### src/hdl/kdf_pkg.sv
// kdf_pkg: shared types, codes and constants of the key debounce event FIFO.
// No dependencies; every other file of the block but kdf_ram imports it.

package kdf_pkg;

	// Block geometry
	localparam int NUM_KEYS       = 2;
	localparam int EVT_PER_KEY    = 2;
	localparam int NUM_SLOTS      = NUM_KEYS * EVT_PER_KEY;
	localparam int BANK_W         = 2;
	localparam int NUM_BANKS      = 2 ** BANK_W;
	localparam int FIFO_DEPTH_DEF = 16;

	// Field widths
	localparam int ACT_W   = 2;
	localparam int CODE_W  = 3;
	localparam int FILT_W  = 7;
	localparam int DEB_W   = 8;
	localparam int HOLD_W  = 16;
	localparam int RPT_W   = 8;
	localparam int CIDX_W  = 3;
	localparam int CDATA_W = 16;

	// Reset values of the registers
	localparam logic [FILT_W-1:0] FILTER_RST = 7'd5;
	localparam logic [HOLD_W-1:0] LONG_RST   = 16'd100;
	localparam logic [RPT_W-1:0]  RPT_RST    = 8'd0;
	localparam logic [DEB_W-1:0]  DEB_RST    = DEB_W'(FILTER_RST / 2);

	typedef enum logic [ACT_W-1:0] {
		ACT_TICK  = 2'd0,
		ACT_READ  = 2'd1,
		ACT_CLEAR = 2'd2
	} action_t;

	typedef enum logic [CIDX_W-1:0] {
		CFG_FILTER = 3'd0,
		CFG_LONG0  = 3'd1,
		CFG_LONG1  = 3'd2,
		CFG_RPT0   = 3'd3,
		CFG_RPT1   = 3'd4
	} cfg_idx_t;

	typedef enum logic [CODE_W-1:0] {
		CODE_NONE    = 3'd0,
		CODE_K0_DOWN = 3'd1,
		CODE_K0_UP   = 3'd2,
		CODE_K0_LONG = 3'd3,
		CODE_K1_DOWN = 3'd4,
		CODE_K1_UP   = 3'd5,
		CODE_K1_LONG = 3'd6
	} key_code_t;

	// Events one key raises on one tick; down/up go before long/repeat
	typedef struct packed {
		logic down;
		logic up;
		logic long_press;
		logic rpt;
	} key_evt_t;

	// Item control into the event FIFO, qualified by the input handshake
	typedef struct packed {
		logic tick;
		logic pop;
		logic clear;
	} fifo_ctl_t;

	// What the FIFO did with the current item
	typedef struct packed {
		logic popped;
		logic dropped;
	} fifo_sts_t;

	function automatic key_code_t code_down(input logic key);
		return key ? CODE_K1_DOWN : CODE_K0_DOWN;
	endfunction

	function automatic key_code_t code_up(input logic key);
		return key ? CODE_K1_UP : CODE_K0_UP;
	endfunction

	function automatic key_code_t code_long(input logic key);
		return key ? CODE_K1_LONG : CODE_K0_LONG;
	endfunction

endpackage

### src/hdl/kdf_req_if.sv
// kdf_req_if: input item channel (action, raw key levels).
// Depends on kdf_pkg for field widths.

interface kdf_req_if;
	import kdf_pkg::*;

	logic              valid;
	logic              ready;
	logic [ACT_W-1:0]  action;
	logic [NUM_KEYS-1:0] key_down;

	modport source (output valid, output action, output key_down, input ready);
	modport sink   (input valid, input action, input key_down, output ready);
endinterface

### src/hdl/kdf_rsp_if.sv
// kdf_rsp_if: result channel (popped code, debounced state, drop flag).
// Depends on kdf_pkg for field widths.

interface kdf_rsp_if;
	import kdf_pkg::*;

	logic                valid;
	logic                ready;
	logic [CODE_W-1:0]   key_code;
	logic [NUM_KEYS-1:0] key_state;
	logic                event_dropped;

	modport source (output valid, output key_code, output key_state, output event_dropped,
		input ready);
	modport sink   (input valid, input key_code, input key_state, input event_dropped,
		output ready);
endinterface

### src/hdl/kdf_cfg_if.sv
// kdf_cfg_if: register write channel (index, data).
// Depends on kdf_pkg for field widths.

interface kdf_cfg_if;
	import kdf_pkg::*;

	logic               valid;
	logic               ready;
	logic [CIDX_W-1:0]  index;
	logic [CDATA_W-1:0] data;

	modport source (output valid, output index, output data, input ready);
	modport sink   (input valid, input index, input data, output ready);
endinterface

### src/hdl/kdf_ram.sv
// kdf_ram: generic single-write, single-read RAM with registered read data.
// No dependencies.

module kdf_ram #(
	parameter int WIDTH = 3,
	parameter int DEPTH = 4
) (
	input  logic                     clk,
	input  logic                     we,
	input  logic [$clog2(DEPTH)-1:0] waddr,
	input  logic [WIDTH-1:0]         wdata,
	input  logic                     re,
	input  logic [$clog2(DEPTH)-1:0] raddr,
	output logic [WIDTH-1:0]         rdata
);
	logic [WIDTH-1:0] mem_q [DEPTH];

	// write port
	always_ff @(posedge clk) begin
		if (we) begin
			mem_q[waddr] <= wdata;
		end
	end

	// registered read port
	always_ff @(posedge clk) begin
		if (re) begin
			rdata <= mem_q[raddr];
		end
	end
endmodule

### src/hdl/kdf_key_lane.sv
// kdf_key_lane: debounce, long-press and auto-repeat for one key.
// Depends on kdf_pkg; one instance per key, merged by kdf_event_fifo.

module kdf_key_lane (
	input  logic                      clk,
	input  logic                      arst_n,
	input  logic                      tick,
	input  logic                      raw_down,
	input  logic [kdf_pkg::FILT_W-1:0] filter_time,
	input  logic [kdf_pkg::HOLD_W-1:0] long_time,
	input  logic [kdf_pkg::RPT_W-1:0]  repeat_speed,
	input  logic                      rpt_clr,
	output kdf_pkg::key_evt_t          evt,
	output logic                      pressed_nxt
);
	import kdf_pkg::*;

	logic [DEB_W-1:0]  deb_q, deb_d;
	logic              pressed_q, pressed_d;
	logic [HOLD_W-1:0] hold_q, hold_d, hold_inc;
	logic [RPT_W-1:0]  rpt_q, rpt_d, rpt_inc;
	logic [DEB_W-1:0]  filt, top;

	assign filt     = {1'b0, filter_time};
	assign top      = {filter_time, 1'b0};
	assign hold_inc = hold_q + 16'd1;
	assign rpt_inc  = rpt_q + 8'd1;

	// integrating counter and hold/repeat tracking for one tick
	always_comb begin
		deb_d     = deb_q;
		pressed_d = pressed_q;
		hold_d    = hold_q;
		rpt_d     = rpt_q;
		evt       = '0;
		if (tick) begin
			if (raw_down) begin
				if (deb_q < filt) begin
					deb_d = filt;
				end else if (deb_q < top) begin
					deb_d = deb_q + 8'd1;
				end else begin
					if (!pressed_q) begin
						pressed_d = 1'b1;
						evt.down  = 1'b1;
					end
					if (long_time != '0) begin
						if (hold_q < long_time) begin
							hold_d = hold_inc;
							evt.long_press = (hold_inc == long_time);
						end else if (repeat_speed != '0) begin
							if (rpt_inc >= repeat_speed) begin
								rpt_d   = '0;
								evt.rpt = 1'b1;
							end else begin
								rpt_d = rpt_inc;
							end
						end
					end
				end
			end else begin
				if (deb_q > filt) begin
					deb_d = filt;
				end else if (deb_q != '0) begin
					deb_d = deb_q - 8'd1;
				end else if (pressed_q) begin
					pressed_d = 1'b0;
					evt.up    = 1'b1;
				end
				hold_d = '0;
				rpt_d  = '0;
			end
		end
		if (rpt_clr) begin
			rpt_d = '0;
		end
	end

	assign pressed_nxt = pressed_d;

	// lane state
	always_ff @(posedge clk or negedge arst_n) begin
		if (!arst_n) begin
			deb_q     <= DEB_RST;
			pressed_q <= 1'b0;
			hold_q    <= '0;
			rpt_q     <= '0;
		end else begin
			deb_q     <= deb_d;
			pressed_q <= pressed_d;
			hold_q    <= hold_d;
			rpt_q     <= rpt_d;
		end
	end
endmodule

### src/hdl/kdf_event_fifo.sv
// kdf_event_fifo: merges the lane events into a banked ring FIFO and pops codes.
// Depends on kdf_pkg and kdf_ram.

module kdf_event_fifo #(
	parameter int FIFO_DEPTH = kdf_pkg::FIFO_DEPTH_DEF
) (
	input  logic                       clk,
	input  logic                       arst_n,
	input  kdf_pkg::fifo_ctl_t         ctl,
	input  kdf_pkg::key_evt_t          evt [kdf_pkg::NUM_KEYS],
	output kdf_pkg::fifo_sts_t         sts,
	output logic [kdf_pkg::CODE_W-1:0] pop_code
);
	import kdf_pkg::*;

	// storage is split into banks so that the pushes of one tick hit distinct banks
	localparam int ROWS_MIN = (FIFO_DEPTH + NUM_BANKS - 1) / NUM_BANKS;
	localparam int ROW_W    = (ROWS_MIN > 1) ? $clog2(ROWS_MIN) : 1;
	localparam int ROWS     = 2 ** ROW_W;
	localparam int PTR_W    = ROW_W + BANK_W;
	localparam int CNT_W    = $clog2(FIFO_DEPTH + 1);
	localparam int OFF_W    = $clog2(NUM_SLOTS + 1);
	localparam logic [CNT_W:0] DEPTH_C = (CNT_W + 1)'(FIFO_DEPTH);

	logic [PTR_W-1:0]  wptr_q, rptr_q;
	logic [CNT_W-1:0]  fill_q;
	logic [BANK_W-1:0] rsel_q;

	logic [NUM_SLOTS-1:0]  slot_v, slot_acc;
	logic [CODE_W-1:0]     slot_code [NUM_SLOTS];
	logic [OFF_W-1:0]      slot_off  [NUM_SLOTS+1];
	logic [PTR_W-1:0]      slot_addr [NUM_SLOTS];
	logic [CNT_W:0]        room;
	logic [OFF_W-1:0]      n_acc;

	logic              bank_we    [NUM_BANKS];
	logic [ROW_W-1:0]  bank_waddr [NUM_BANKS];
	logic [CODE_W-1:0] bank_wdata [NUM_BANKS];
	logic [CODE_W-1:0] bank_rdata [NUM_BANKS];

	logic pop_fire;

	// order the candidate events: key 0 before key 1, down/up before long/repeat
	always_comb begin
		for (int k = 0; k < NUM_KEYS; k++) begin
			slot_v[2*k]      = ctl.tick && (evt[k].down || evt[k].up);
			slot_code[2*k]   = evt[k].down ? code_down(1'(k)) : code_up(1'(k));
			slot_v[2*k+1]    = ctl.tick && (evt[k].long_press || evt[k].rpt);
			slot_code[2*k+1] = evt[k].long_press ? code_long(1'(k)) : code_down(1'(k));
		end
	end

	// merge: prefix offsets, room check, accept flags
	always_comb begin
		room        = DEPTH_C - {1'b0, fill_q};
		slot_off[0] = '0;
		n_acc       = '0;
		for (int j = 0; j < NUM_SLOTS; j++) begin
			slot_off[j+1] = slot_off[j] + OFF_W'(slot_v[j]);
			slot_acc[j]   = slot_v[j] && ((CNT_W + 1)'(slot_off[j]) < room);
			slot_addr[j]  = wptr_q + PTR_W'(slot_off[j]);
			n_acc         = n_acc + OFF_W'(slot_acc[j]);
		end
	end

	// route each accepted event to its bank
	always_comb begin
		for (int b = 0; b < NUM_BANKS; b++) begin
			bank_we[b]    = 1'b0;
			bank_waddr[b] = '0;
			bank_wdata[b] = CODE_NONE;
			for (int j = 0; j < NUM_SLOTS; j++) begin
				if (slot_acc[j] && (slot_addr[j][BANK_W-1:0] == BANK_W'(b))) begin
					bank_we[b]    = 1'b1;
					bank_waddr[b] = slot_addr[j][PTR_W-1:BANK_W];
					bank_wdata[b] = slot_code[j];
				end
			end
		end
	end

	assign pop_fire    = ctl.pop && (fill_q != '0);
	assign sts.popped  = pop_fire;
	assign sts.dropped = |(slot_v & ~slot_acc);

	// banks, all read at the row of the read pointer
	for (genvar b = 0; b < NUM_BANKS; b++) begin : g_bank
		kdf_ram #(
			.WIDTH (CODE_W),
			.DEPTH (ROWS)
		) u_bank (
			.clk   (clk),
			.we    (bank_we[b]),
			.waddr (bank_waddr[b]),
			.wdata (bank_wdata[b]),
			.re    (pop_fire),
			.raddr (rptr_q[PTR_W-1:BANK_W]),
			.rdata (bank_rdata[b])
		);
	end

	assign pop_code = bank_rdata[rsel_q];

	// pointers and fill count
	always_ff @(posedge clk or negedge arst_n) begin
		if (!arst_n) begin
			wptr_q <= '0;
			rptr_q <= '0;
			fill_q <= '0;
			rsel_q <= '0;
		end else begin
			if (ctl.tick) begin
				wptr_q <= wptr_q + PTR_W'(n_acc);
				fill_q <= fill_q + CNT_W'(n_acc);
			end else if (pop_fire) begin
				rptr_q <= rptr_q + PTR_W'(1);
				fill_q <= fill_q - CNT_W'(1);
				rsel_q <= rptr_q[BANK_W-1:0];
			end else if (ctl.clear) begin
				rptr_q <= wptr_q;
				fill_q <= '0;
			end
		end
	end

	a_fill_bound: assert property (@(posedge clk) disable iff (!arst_n)
		{1'b0, fill_q} <= DEPTH_C)
		else $error("event FIFO fill count above depth");

	a_clear_empties: assert property (@(posedge clk) disable iff (!arst_n)
		ctl.clear && !ctl.tick && !ctl.pop |=> (fill_q == '0) && (rptr_q == wptr_q))
		else $error("clear did not empty the event FIFO");

	a_pop_count: assert property (@(posedge clk) disable iff (!arst_n)
		pop_fire && !ctl.tick |=> fill_q == $past(fill_q) - CNT_W'(1))
		else $error("pop did not take exactly one word");

	a_drop_full: assert property (@(posedge clk) disable iff (!arst_n)
		sts.dropped |-> (fill_q + CNT_W'(n_acc)) == CNT_W'(FIFO_DEPTH))
		else $error("event dropped while the FIFO had room");
endmodule

### src/hdl/key_debounce_event_fifo.sv
// key_debounce_event_fifo: top level; register file, key lanes, event FIFO, output stages.
// Depends on kdf_pkg, the kdf_*_if interfaces, kdf_key_lane and kdf_event_fifo.

// Two-key scanner with debounce, long press, auto-repeat and a FIFO of key codes.
// Every item (scan tick, read, clear) gives exactly one result word. Both keys are
// updated by their own lane in the accept cycle; events go to a FIFO of FIFO_DEPTH
// codes built from four interleaved banks, so the up to four events of one tick
// are stored in the accept cycle. The block takes one item per clock while req.ready
// is high; a result passes one register stage for the bank read, then one output
// register, before rsp.valid rises, and with the output stalled two results are
// buffered before req.ready drops. An event that finds the FIFO full is lost and
// flags event_dropped. No clearing pass after reset. Registers are written at
// cfg.index 0..4 (filter, long time key 0/1, repeat speed key 0/1); the user must
// write them only while the block is idle, which the block itself does not enforce.

module key_debounce_event_fifo #(
	parameter int FIFO_DEPTH = kdf_pkg::FIFO_DEPTH_DEF
) (
	input  logic    clk,
	input  logic    arst_n,
	kdf_req_if.sink   req,
	kdf_rsp_if.source rsp,
	kdf_cfg_if.sink   cfg
);
	import kdf_pkg::*;

	// configuration registers
	logic [FILT_W-1:0] filter_time_q;
	logic [HOLD_W-1:0] long_time_q    [NUM_KEYS];
	logic [RPT_W-1:0]  repeat_speed_q [NUM_KEYS];
	logic              cfg_fire;
	logic [NUM_KEYS-1:0] rpt_clr;

	// item flow
	logic      in_fire, s1_move;
	fifo_ctl_t ctl;
	fifo_sts_t sts;
	key_evt_t  evt [NUM_KEYS];
	logic [NUM_KEYS-1:0] pressed_nxt;
	logic [CODE_W-1:0]   pop_code;

	logic                v_s1, popped_s1, drop_s1;
	logic [NUM_KEYS-1:0] state_s1;
	logic                v_q, drop_q;
	logic [CODE_W-1:0]   code_q;
	logic [NUM_KEYS-1:0] state_q;

	assign cfg.ready = 1'b1;
	assign cfg_fire  = cfg.valid && cfg.ready;

	// register writes
	always_ff @(posedge clk or negedge arst_n) begin
		if (!arst_n) begin
			filter_time_q <= FILTER_RST;
			for (int k = 0; k < NUM_KEYS; k++) begin
				long_time_q[k]    <= LONG_RST;
				repeat_speed_q[k] <= RPT_RST;
			end
		end else if (cfg_fire) begin
			unique case (cfg.index)
				CFG_FILTER: filter_time_q     <= cfg.data[FILT_W-1:0];
				CFG_LONG0:  long_time_q[0]    <= cfg.data[HOLD_W-1:0];
				CFG_LONG1:  long_time_q[1]    <= cfg.data[HOLD_W-1:0];
				CFG_RPT0:   repeat_speed_q[0] <= cfg.data[RPT_W-1:0];
				CFG_RPT1:   repeat_speed_q[1] <= cfg.data[RPT_W-1:0];
				default: ;
			endcase
		end
	end

	// a write of a key's long time or repeat speed restarts its repeat count
	assign rpt_clr[0] = cfg_fire && ((cfg.index == CFG_LONG0) || (cfg.index == CFG_RPT0));
	assign rpt_clr[1] = cfg_fire && ((cfg.index == CFG_LONG1) || (cfg.index == CFG_RPT1));

	// handshake and item decode
	assign s1_move   = v_s1 && (!v_q || rsp.ready);
	assign req.ready = !v_s1 || s1_move;
	assign in_fire   = req.valid && req.ready;

	assign ctl.tick  = in_fire && (req.action == ACT_TICK);
	assign ctl.pop   = in_fire && (req.action == ACT_READ);
	assign ctl.clear = in_fire && (req.action == ACT_CLEAR);

	// one lane per key
	for (genvar k = 0; k < NUM_KEYS; k++) begin : g_lane
		kdf_key_lane u_lane (
			.clk          (clk),
			.arst_n       (arst_n),
			.tick         (ctl.tick),
			.raw_down     (req.key_down[k]),
			.filter_time  (filter_time_q),
			.long_time    (long_time_q[k]),
			.repeat_speed (repeat_speed_q[k]),
			.rpt_clr      (rpt_clr[k]),
			.evt          (evt[k]),
			.pressed_nxt  (pressed_nxt[k])
		);
	end

	kdf_event_fifo #(
		.FIFO_DEPTH (FIFO_DEPTH)
	) u_fifo (
		.clk      (clk),
		.arst_n   (arst_n),
		.ctl      (ctl),
		.evt      (evt),
		.sts      (sts),
		.pop_code (pop_code)
	);

	// stage 1: bank read in flight, item status captured
	always_ff @(posedge clk or negedge arst_n) begin
		if (!arst_n) begin
			v_s1 <= 1'b0;
		end else if (in_fire) begin
			v_s1 <= 1'b1;
		end else if (s1_move) begin
			v_s1 <= 1'b0;
		end
	end

	always_ff @(posedge clk) begin
		if (in_fire) begin
			popped_s1 <= sts.popped;
			drop_s1   <= sts.dropped;
			state_s1  <= pressed_nxt;
		end
	end

	// output register
	always_ff @(posedge clk or negedge arst_n) begin
		if (!arst_n) begin
			v_q <= 1'b0;
		end else if (s1_move) begin
			v_q <= 1'b1;
		end else if (rsp.ready) begin
			v_q <= 1'b0;
		end
	end

	always_ff @(posedge clk) begin
		if (s1_move) begin
			code_q  <= popped_s1 ? pop_code : CODE_NONE;
			state_q <= state_s1;
			drop_q  <= drop_s1;
		end
	end

	assign rsp.valid         = v_q;
	assign rsp.key_code      = code_q;
	assign rsp.key_state     = state_q;
	assign rsp.event_dropped = drop_q;

	a_stall_full: assert property (@(posedge clk) disable iff (!arst_n)
		!req.ready |-> v_s1 && v_q && !rsp.ready)
		else $error("input stalled with a free result stage");

	a_s1_kept: assert property (@(posedge clk) disable iff (!arst_n)
		v_s1 && !s1_move |=> v_s1)
		else $error("stage 1 word lost while output stalled");

	a_drop_no_code: assert property (@(posedge clk) disable iff (!arst_n)
		rsp.valid && rsp.event_dropped |-> rsp.key_code == CODE_NONE)
		else $error("drop flag set on a read result");
endmodule
### src/flat_wrapper.sv
// flat-port wrapper written by rule: the top's interface ports become plain ports
module key_debounce_event_fifo_flat import kdf_pkg::*;
#(
	parameter int FIFO_DEPTH = kdf_pkg::FIFO_DEPTH_DEF
)
  (clk, arst_n, req_valid, req_action, req_key_down, req_ready, rsp_valid, rsp_key_code, rsp_key_state, rsp_event_dropped, rsp_ready, cfg_valid, cfg_index, cfg_data, cfg_ready);
  kdf_req_if req_i ();
  kdf_rsp_if rsp_i ();
  kdf_cfg_if cfg_i ();
  input  logic clk;
  input  logic arst_n;
  input wire logic [$bits(req_i.valid)-1:0] req_valid;
  input wire logic [$bits(req_i.action)-1:0] req_action;
  input wire logic [$bits(req_i.key_down)-1:0] req_key_down;
  output wire logic [$bits(req_i.ready)-1:0] req_ready;
  output wire logic [$bits(rsp_i.valid)-1:0] rsp_valid;
  output wire logic [$bits(rsp_i.key_code)-1:0] rsp_key_code;
  output wire logic [$bits(rsp_i.key_state)-1:0] rsp_key_state;
  output wire logic [$bits(rsp_i.event_dropped)-1:0] rsp_event_dropped;
  input wire logic [$bits(rsp_i.ready)-1:0] rsp_ready;
  input wire logic [$bits(cfg_i.valid)-1:0] cfg_valid;
  input wire logic [$bits(cfg_i.index)-1:0] cfg_index;
  input wire logic [$bits(cfg_i.data)-1:0] cfg_data;
  output wire logic [$bits(cfg_i.ready)-1:0] cfg_ready;
  assign req_i.valid = req_valid;
  assign req_i.action = req_action;
  assign req_i.key_down = req_key_down;
  assign req_ready = req_i.ready;
  assign rsp_valid = rsp_i.valid;
  assign rsp_key_code = rsp_i.key_code;
  assign rsp_key_state = rsp_i.key_state;
  assign rsp_event_dropped = rsp_i.event_dropped;
  assign rsp_i.ready = rsp_ready;
  assign cfg_i.valid = cfg_valid;
  assign cfg_i.index = cfg_index;
  assign cfg_i.data = cfg_data;
  assign cfg_ready = cfg_i.ready;
  key_debounce_event_fifo #(.FIFO_DEPTH(FIFO_DEPTH)) u_core (.clk(clk), .arst_n(arst_n), .req(req_i), .rsp(rsp_i), .cfg(cfg_i));
endmodule
### config.mk
export PLATFORM = sky130hd
export DESIGN_NAME = key_debounce_event_fifo_flat
export DESIGN_NICKNAME = d
export VERILOG_FILES = /design/src/hdl/kdf_pkg.sv /design/src/hdl/kdf_req_if.sv /design/src/hdl/kdf_rsp_if.sv /design/src/hdl/kdf_cfg_if.sv /design/src/hdl/kdf_ram.sv /design/src/hdl/kdf_key_lane.sv /design/src/hdl/kdf_event_fifo.sv /design/src/hdl/key_debounce_event_fifo.sv /design/src/flat_wrapper.sv
export SDC_FILE = /design/constraint.sdc
export NUM_CORES = 1
export LEC_CHECK = 0
export CORE_UTILIZATION = 55
export DETAILED_ROUTE_END_ITERATION = 16
export DONT_BUFFER_PORTS = 1
export GPL_TIMING_DRIVEN = 0
export PLACE_DENSITY = 0.69
export SETUP_SLACK_MARGIN = 0.2
export SLEW_MARGIN = 20
export SYNTH_ARGS = -nofsm -noshare
export SYNTH_HDL_FRONTEND = slang
export SYNTH_SLANG_ARGS = --single-unit
### constraint.sdc
create_clock -name clk -period 7.3 [get_ports clk]
set_input_delay 0.365 -clock clk [delete_from_list [all_inputs] [get_ports clk]]
set_output_delay 0.365 -clock clk [all_outputs]
set_load 0.005 [all_outputs]
==> After elaboration in Yosys (flattened, before gate mapping) <==
Memory sizes are Yosys's and may differ from the RTL's. A register that Yosys moved wholly into a read port is not among the register bits.
Cells that the tools add are included.
{ "word_totals": {"reg_bits": 148, "ram_bits": 48, "output_inout_bits": 9, "wordCells": 342, "memories": 4} }
{ "memory_table": {"columns": ["name", "words", "word_bits", "read_ports", "rd_ports_with_merged_regs", "wr", "line_no", "rtl"], "rows": [
  ["u_core.u_fifo.g_bank[0].u_bank.mem_q", 4, 3, 1, 1, 1, "kdf_ram.sv:16", "logic [WIDTH-1:0] mem_q [DEPTH];"],
  ["u_core.u_fifo.g_bank[1].u_bank.mem_q", 4, 3, 1, 1, 1, "kdf_ram.sv:16", null],
  ["u_core.u_fifo.g_bank[2].u_bank.mem_q", 4, 3, 1, 1, 1, "kdf_ram.sv:16", null],
  ["u_core.u_fifo.g_bank[3].u_bank.mem_q", 4, 3, 1, 1, 1, "kdf_ram.sv:16", null]
]} }
{ "op_classes": {"add_sub_neg": 21, "order_cmp": 15, "n_eq_ne": 40, "n_mux": 156, "bitwise_logic": 4, "reduce_logical": 77} }
{ "op_table": {"columns": ["op", "count"], "rows": [
  ["$mux W8", 28],
  ["$mux W16", 10],
  ["$mux W1", 65],
  ["$mux W2", 31],
  ["$mux W3", 14],
  ["$add A16 B1 Y16 const B", 2],
  ["$add A8 B1 Y8 const B", 4],
  ["$eq A16 B16 Y1", 2],
  ["$logic_and A1 B1 Y1", 32],
  ["$lt A16 B16 Y1", 2],
  ["$reduce_bool A16 Y1", 2],
  ["$reduce_bool A8 Y1", 4],
  ["$eq A2 B2 Y1 const B", 9],
  ["$ne A3 B1 Y1 const B", 6],
  ["$ne A3 B3 Y1 const B", 6],
  ["$ge A8 B8 Y1", 2],
  ["$gt A8 B7 Y1", 2],
  ["$lt A8 B7 Y1", 2],
  ["$lt A8 B8 Y1", 2],
  ["$mux W4", 4],
  ["$sub A8 B1 Y8 const B", 2],
  ["$mux W5", 3],
  ["$reduce_and A2 Y1", 7],
  ["$reduce_and A6 Y1", 2],
  ["36 further kinds", 70]
]} }

==> Longest topological paths before layout <==
{ "depth": {"ltp_word": 20, "mapped_depth": 29, "mapped_depth_nobuf": 29} }

==> Hierarchy <==
From an unflattened synthesis, not the netlist that was laid out.
{ "unflattened": {"hier_cells": 1443, "area_unflattened_um2": 14739.1} }
{ "modules_own_cells": {"columns": ["mod", "n_inst", "cells_per_inst", "area_per_inst_um2"], "rows": [
  ["kdf_key_lane at u_core.g_lane[0].u_lane", 1, 467, 3799.9],
  ["kdf_key_lane at u_core.g_lane[1].u_lane", 1, 457, 3573.4],
  ["key_debounce_event_fifo", 1, 151, 2698.8],
  ["kdf_event_fifo", 1, 280, 2424.8],
  ["kdf_ram", 4, 22, 560.5]
]} }

==> Least setup slack after synthesis <==
No wires, ideal clock.
{ "synth_timing": {"kind": "register -> register", "from": "reg u_core.g_lane[0].u_lane.rpt_q[0]", "to": "reg u_core.u_fifo.fill_q[4]", "setup_ps": 129, "arrival_time_ps": 5646, "path_slack_ps": 1525, "path_stages_with_launch": 27, "synth_period_minus_slack_ps": 5775, "cell_sequence": "dfrtp_1 > and3_1 > and3_1 > and3_1 > xor2_1 > ha_1 > a2111oi_0 > nor2b_1 > a221o_1 > o22ai_2 > nand2_1 > inv_1 > fa_1 > ha_1 > a21oi_1 > o21ai_0 > nand4_1 > nand4_1 > a21oi_4 > fa_1 > ha_1 > ha_1 > fa_1 > a21oi_1 > nor2b_1 > a22oi_1 > o21ai_0"} }
{ "synth_via": {"elab_chain_cells": 19, "word_cells_on_any_way": 24, "classes_between": "add/sub (7); order compare (3); mux (9); reduce/logical (5)"} }
{ "synth_lines": {"columns": ["item", "line_no", "rtl"], "rows": [
  ["start, declared", "kdf_key_lane.sv:21", "logic [RPT_W-1:0] rpt_q, rpt_d, rpt_inc;"],
  ["start signal, assigned", "kdf_key_lane.sv:92", "rpt_q <= rpt_d;"],
  ["$add A8 B1 Y8 (*)", "kdf_key_lane.sv:27", "assign rpt_inc = rpt_q + 8'd1;"],
  ["$ge A8 B8 Y1 (*)", "kdf_key_lane.sv:52", "if (rpt_inc >= repeat_speed) begin"],
  ["$mux W1 (*)", "kdf_key_lane.sv:52", null],
  ["$mux W1 (*)", "kdf_key_lane.sv:51", "end else if (repeat_speed != '0) begin"],
  ["$mux W1 (*)", "kdf_key_lane.sv:48", "if (hold_q < long_time) begin"],
  ["$mux W2 (*)", "kdf_key_lane.sv:47", "if (long_time != '0) begin"],
  ["$mux W2 (*)", "kdf_key_lane.sv:40", "end else if (deb_q < top) begin"],
  ["$mux W2 (*)", "kdf_key_lane.sv:38", "if (deb_q < filt) begin"],
  ["[3 not listed]", null, null],
  ["$logic_and A1 B1 Y1 (*)", "kdf_event_fifo.sv:48", "slot_v[2*k+1] = ctl.tick && (evt[k].long_press || evt[k].rpt);"],
  ["$add A1 B1 Y2", "kdf_event_fifo.sv:59", "slot_off[j+1] = slot_off[j] + OFF_W'(slot_v[j]);"],
  ["$lt A2 B6 Y1 or $add A2 B1 Y3 (tied branches)", "kdf_event_fifo.sv:60, kdf_event_fifo.sv:59", null],
  ["$logic_and A1 B1 Y1 or $lt A3 B6 Y1 (tied branches)", "kdf_event_fifo.sv:60", "slot_acc[j] = slot_v[j] && ((CNT_W + 1)'(slot_off[j]) < room);"],
  ["$add A2 B1 Y3 or $logic_and A1 B1 Y1 (tied branches)", "kdf_event_fifo.sv:62, kdf_event_fifo.sv:60", null],
  ["$add A3 B1 Y3 (*)", "kdf_event_fifo.sv:62", "n_acc = n_acc + OFF_W'(slot_acc[j]);"],
  ["$add A5 B3 Y5 (*)", "kdf_event_fifo.sv:114", "fill_q <= fill_q + CNT_W'(n_acc);"],
  ["$mux W5 (*)", "kdf_event_fifo.sv:112", "if (ctl.tick) begin"],
  ["end signal, assigned", "kdf_event_fifo.sv:114", null],
  ["end signal, assigned", "kdf_event_fifo.sv:117", "fill_q <= fill_q - CNT_W'(1);"],
  ["end, declared", "kdf_event_fifo.sv:26", "logic [CNT_W-1:0] fill_q;"]
]} }
Mark *: on every way between the ends. The rest lies on a longest branch, timed or not.
A chain may end at the register's enable or synchronous reset.

==> Worst setup path after layout <==
{ "layout_timing": {"from": "reg u_core.filter_time_q[6]", "to": "reg u_core.u_fifo.fill_q[4]"} }
{ "layout_via": {"elab_chain_cells": 14, "word_cells_on_any_way": 46, "classes_between": "add/sub (6); order compare (9); mux (19); reduce/logical (12)"} }
{ "layout_lines": {"columns": ["item", "line_no", "rtl"], "rows": [
  ["start, declared", "key_debounce_event_fifo.sv:28", "logic [FILT_W-1:0] filter_time_q;"],
  ["start signal, assigned", "key_debounce_event_fifo.sv:61", "CFG_FILTER: filter_time_q <= cfg.data[FILT_W-1:0];"],
  ["$lt A8 B8 Y1", "kdf_key_lane.sv:40", null],
  ["$mux W1 or $mux W2 (tied branches)", "kdf_key_lane.sv:40", null],
  ["$mux W1 or $mux W2 (tied branches)", "kdf_key_lane.sv:38", null],
  ["$mux W1 or $mux W2 (tied branches)", "kdf_key_lane.sv:37", "if (raw_down) begin"],
  ["$mux W4", "kdf_key_lane.sv:36", "if (tick) begin"],
  ["$logic_or A1 B1 Y1, on equally long branches", "kdf_event_fifo.sv:46, kdf_event_fifo.sv:48", null],
  ["$logic_and A1 B1 Y1, on equally long branches", "kdf_event_fifo.sv:46, kdf_event_fifo.sv:48", null],
  ["$lt A1 B6 Y1 or $add A1 B1 Y2 (tied branches)", "kdf_event_fifo.sv:60, kdf_event_fifo.sv:59", null],
  ["$logic_and A1 B1 Y1, or another cell as far along", "kdf_event_fifo.sv:60", null],
  ["$add A1 B1 Y2, or another cell as far along", "kdf_event_fifo.sv:62", null],
  ["$add A2 B1 Y3 or $logic_and A1 B1 Y1 (tied branches)", "kdf_event_fifo.sv:62, kdf_event_fifo.sv:60", null],
  ["$add A3 B1 Y3 (*)", "kdf_event_fifo.sv:62", null],
  ["$add A5 B3 Y5 (*)", "kdf_event_fifo.sv:114", null],
  ["$mux W5 (*)", "kdf_event_fifo.sv:112", null]
]} }
Marked as above.

==> metrics.md <==
| Metric | Value |
|---|---|
| Maximum frequency from static timing analysis | 149.7 MHz |
| Max_slew headroom | 0.3990 |
| Post-CTS Setup Bufs | 0 |
| Number of global-route vias before repair | between 10,000 and 15,000 |
| Post-synthesis sequential area ratio | 0.3969 |
| Final critical-path required period | between 6000 and 7000 ps |
| Worst setup skew after layout | roughly 28 ps |
| Period Utilization, post-route | 0.9151 |
| Library cell with the highest instance count after synthesis | nand2_1 |
| Overflow left after global routing | 0 |
| Total CTS buffers | 25 |
| Number of rows created at floorplan | 58 |
| Count of flip-flops with a built-in enable after synthesis | 70 |
| Detailed Routing Iterations Pass 1 | 5 |
| Clock sink total | approximately 210 |
| Highest net fanout along the worst path | 6 |
| Number of antenna violations at the first check in global routing | 0 |
| Logic depth of the worst register-to-register path | 25 |
| Class of the most critical hold timing path | in -> reg |
| Global-route wire length before repair | 59,210 um |
| Number of DRC markers in iteration 0 | 1,018 |
| Routed len/inst | between 15 and 20 um |
| Count of buffers from port buffering | 0 |
| Max-slew violation count | 0 |
| Total half-perimeter wirelength after legalization and detailed placement | between 20,000 and 30,000 um |
| Detail-routed via count per cell | approximately 6 |
| Leading cell types by total area after synthesis | dfrtp_1 (23%), edfxtp_1 (15%), ha_1 (9.6%) |
| Power per Cell Area | around 280 nW/um^2 |
| Final #Nets | 1,686 |
| Root buffer cell | clkbuf_16 |
| Fraction of final layout cells sized beyond drive strength 1 | 0.07746 |
| Clock-pin slew on the worst setup and hold paths | approximately 60 ps |
| Startpoint type of the worst setup path | flip-flop |
| Worst hold slack across all endpoints | 18.81 ps |
| Post-Synthesis Mean Instance Area | around 9.4 sq um |
| All-Layer GR Usage | 0.2855 |
| Worst vdd rail ir drop | between 0.15 and 0.2 mV |
| Number of nets still failing antenna checks after routing | 0 |
| Critical hold path startpoint | rsp_ready |
| Setup TNS | 0 ps |
| Max clock buf depth | 3 |
| CORE AREA | about 25,000 sq um |
| Transition time of the tightest slew-check pin | about 900 ps |
| Critical Setup Path Class | reg -> reg |
| Die H | around 160 um |
| Final Routed Wirelength | 35,740 um |
| Final Hold Violating Endpoints | 0 |
| Max Cap Viol | 0 |
| Final routed DRC violation total | 0 |
| Share of the synthesized area in the top cell type | 0.2283 |
| Gate count of the mapped netlist | 1,498 |
| Area growth from synthesis to final layout | 9.970% |
| Setup violations, final | 0 |
| Die Wd | around 160 um |
| Required time of the critical path | 7720 ps |
| Source of the worst register-to-register timing path | u_core.filter_time_q[6] |
| CP endpoint kind | flip-flop |
| RR Endpoint | u_core.u_fifo.fill_q[4] |
| Reg2reg setup slack | ~620 ps |
| Placer's final routability congestion estimate | about 0.94 |
| Count of H-tree levels built during CTS | 1 |
| Post-synthesis cell type with the largest combined area | dfrtp_1 |
| Syn Std Cell Area | 14,030 sq um |
| Seq cells post-synth | about 210 |
| RSZ-0062 raised after global routing | no |
| Die Outline Area | 26,150 sq um |
| Routed vias | around 12,000 |
| Predominant post-synthesis flop cell | dfrtp_1 |
| Endpoint with the worst hold slack | u_core.rsp.valid |
| Data arrival time of the critical path | 7100 ps |
| Pin count of the biggest net entering global routing | roughly 140 |
| Starting density of the core | 0.5588 |
| Fraction of registers with async set/reset | 0.6635 |
| Total I/O pin count | 37 |
| Number of cells on the worst hold path | 2 |
| Leakage | roughly 6.4 nW |
| Fillers | 2,165 |
| Synth warn | 0 |
| Diode insertion count for antenna repair | 0 |
| Clk Latency, worst-skew pair | about 540 ps |
| Critical path launch point | u_core.filter_time_q[6] |
| Result of the run | completed |
| List of most frequent post-synthesis cells | nand2_1 (184), o21ai_0 (136), dfrtp_1 (128), ha_1 (108), inv_1 (86) |
| TritonCTS clock tree | built |
| Unique masters post-synth | a little under 90 |
| Syn_nets | ~1,600 |
-- cell families (layout without fill, tap and decap cells) --
kind of cell,count (synthesis),count (layout),share of synthesized area
and+or+nand+nor,556,556,0.2040
AOI/OAI and AO/OA,358,358,0.1652
DFF,208,208,0.3969
buffers and inverters,152,216,0.04191
adders and majority gates,114,114,0.1049
xor gates and xnor gates,62,62,0.03871
muxes,47,47,0.04816
other,1,1,0.0002673
-- placed cells by master, fill, tap and decap left out, drive strengths merged, types with 18 or more instances in the layout --
cell type and n:
nand3 56, inv 88, dlygate4sd3 18, nor2b 21, xnor2 38, a21oi 60
a22o 25, mux2i 18, edfxtp 70, a21o 22, nor3 39, nand2b 28
nor2 79, or3 20, and3 22, clkbuf 84, o21ai 138, ha 108
nand2 184, xor2 24, dfrtp 128
-- sequential cells by signal (all words and copies together), names as in the netlist, 2 cells and up --
register	cells
u_core.rsp.key_code	3
u_core.u_fifo.g_bank.u_bank.rdata	12
u_core.u_fifo.fill_q	5
u_core.long_time_q	32
u_core.u_fifo.rptr_q	4
u_core.u_fifo.rsel_q	2
u_core.g_lane.u_lane.hold_q	32
u_core.repeat_speed_q	16
u_core.g_lane.u_lane.deb_q	16
u_core.g_lane.u_lane.rpt_q	16
u_core.state_s1	2
u_core.u_fifo.g_bank.u_bank.mem_q	48
u_core.g_lane.u_lane.pressed_q	2
u_core.filter_time_q	7
u_core.u_fifo.wptr_q	4
u_core.rsp.key_state	2
-- through the flow --
step           std cells  cell area [sq um]  setup slack [ps]  power, W  utilization
4_1_cts             1892              15430             716.2  0.004269       0.6145
2_1_floorplan       1498              14030              1525  0.002658            -
6_report            1892              15430             620.1  0.004268       0.6145
5_1_grt             1892              15430             208.1  0.004567       0.6145
3_3_place_gp        1828              14440             730.6  0.002988       0.5752
3_5_place_dp        1828              14440             705.7  0.003043       0.5752
-- where the power goes --
group,internal [W],switching (W)
combinational,0.000605,0.000872
clock,0.000684,0.000498
sequential,0.00138,0.000225
total,0.00267,0.00160
-- final cells by class --
class,instances,area [sq um],area share
Tap cell,330,412.9,0.02676
Multi-Input combinational cell,1138,7874,0.5103
Inverter,88,330.3,0.02141
Timing Repair Buffer,19,207.7,0.01346
Clock buffer,30,664.4,0.04306
Buffer,64,257.7,0.01671
Clock inverter,15,113.9,0.007380
Sequential cell,208,5568,0.3609
-- metal layers --
layer	wire length [um]	vias up	track usage
li1	-	5553	-
met1	16270	5608	0.4035
met2	16550	373	0.4624
met3	2013	61	0.03243
met4	900	0	0.08662
met5	0	-	0
-- timing repair --
action,in CTS,in global routing
gates resized for setup,0,0
hold buffers,19,0
endpoints found under the hold margin,193,0
-- worst max-delay path, cell delays in order (launching register included) --
cell	delay [ps]
dfrtp_1	470
inv_1	180
ha_1	330
and4b_1	230
a221oi_1	420
nand2_1	240
and3_1	270
and3_1	190
clkbuf_1	180
nand2_1	160
inv_1	100
fa_1	480
ha_1	310
a21oi_1	140
o21ai_0	90
nand4_1	250
nand4_1	180
a21oi_4	310
fa_1	470
ha_1	210
ha_1	370
fa_1	510
a21oi_1	180
nor2b_1	70
a22oi_1	140
o21ai_0	100
-- worst max-delay path by stage --
stage                     slack [ps]                 endpoint
final                            620  u_core.u_fifo.fill_q[4]
after global routing             210  u_core.u_fifo.fill_q[4]
after CTS                        720  u_core.u_fifo.fill_q[4]
after detailed placement         710  u_core.u_fifo.fill_q[4]
after global placement           730  u_core.u_fifo.fill_q[4]
after floorplan                 1530  u_core.u_fifo.fill_q[4]
(Power assumes the default switching activity.)
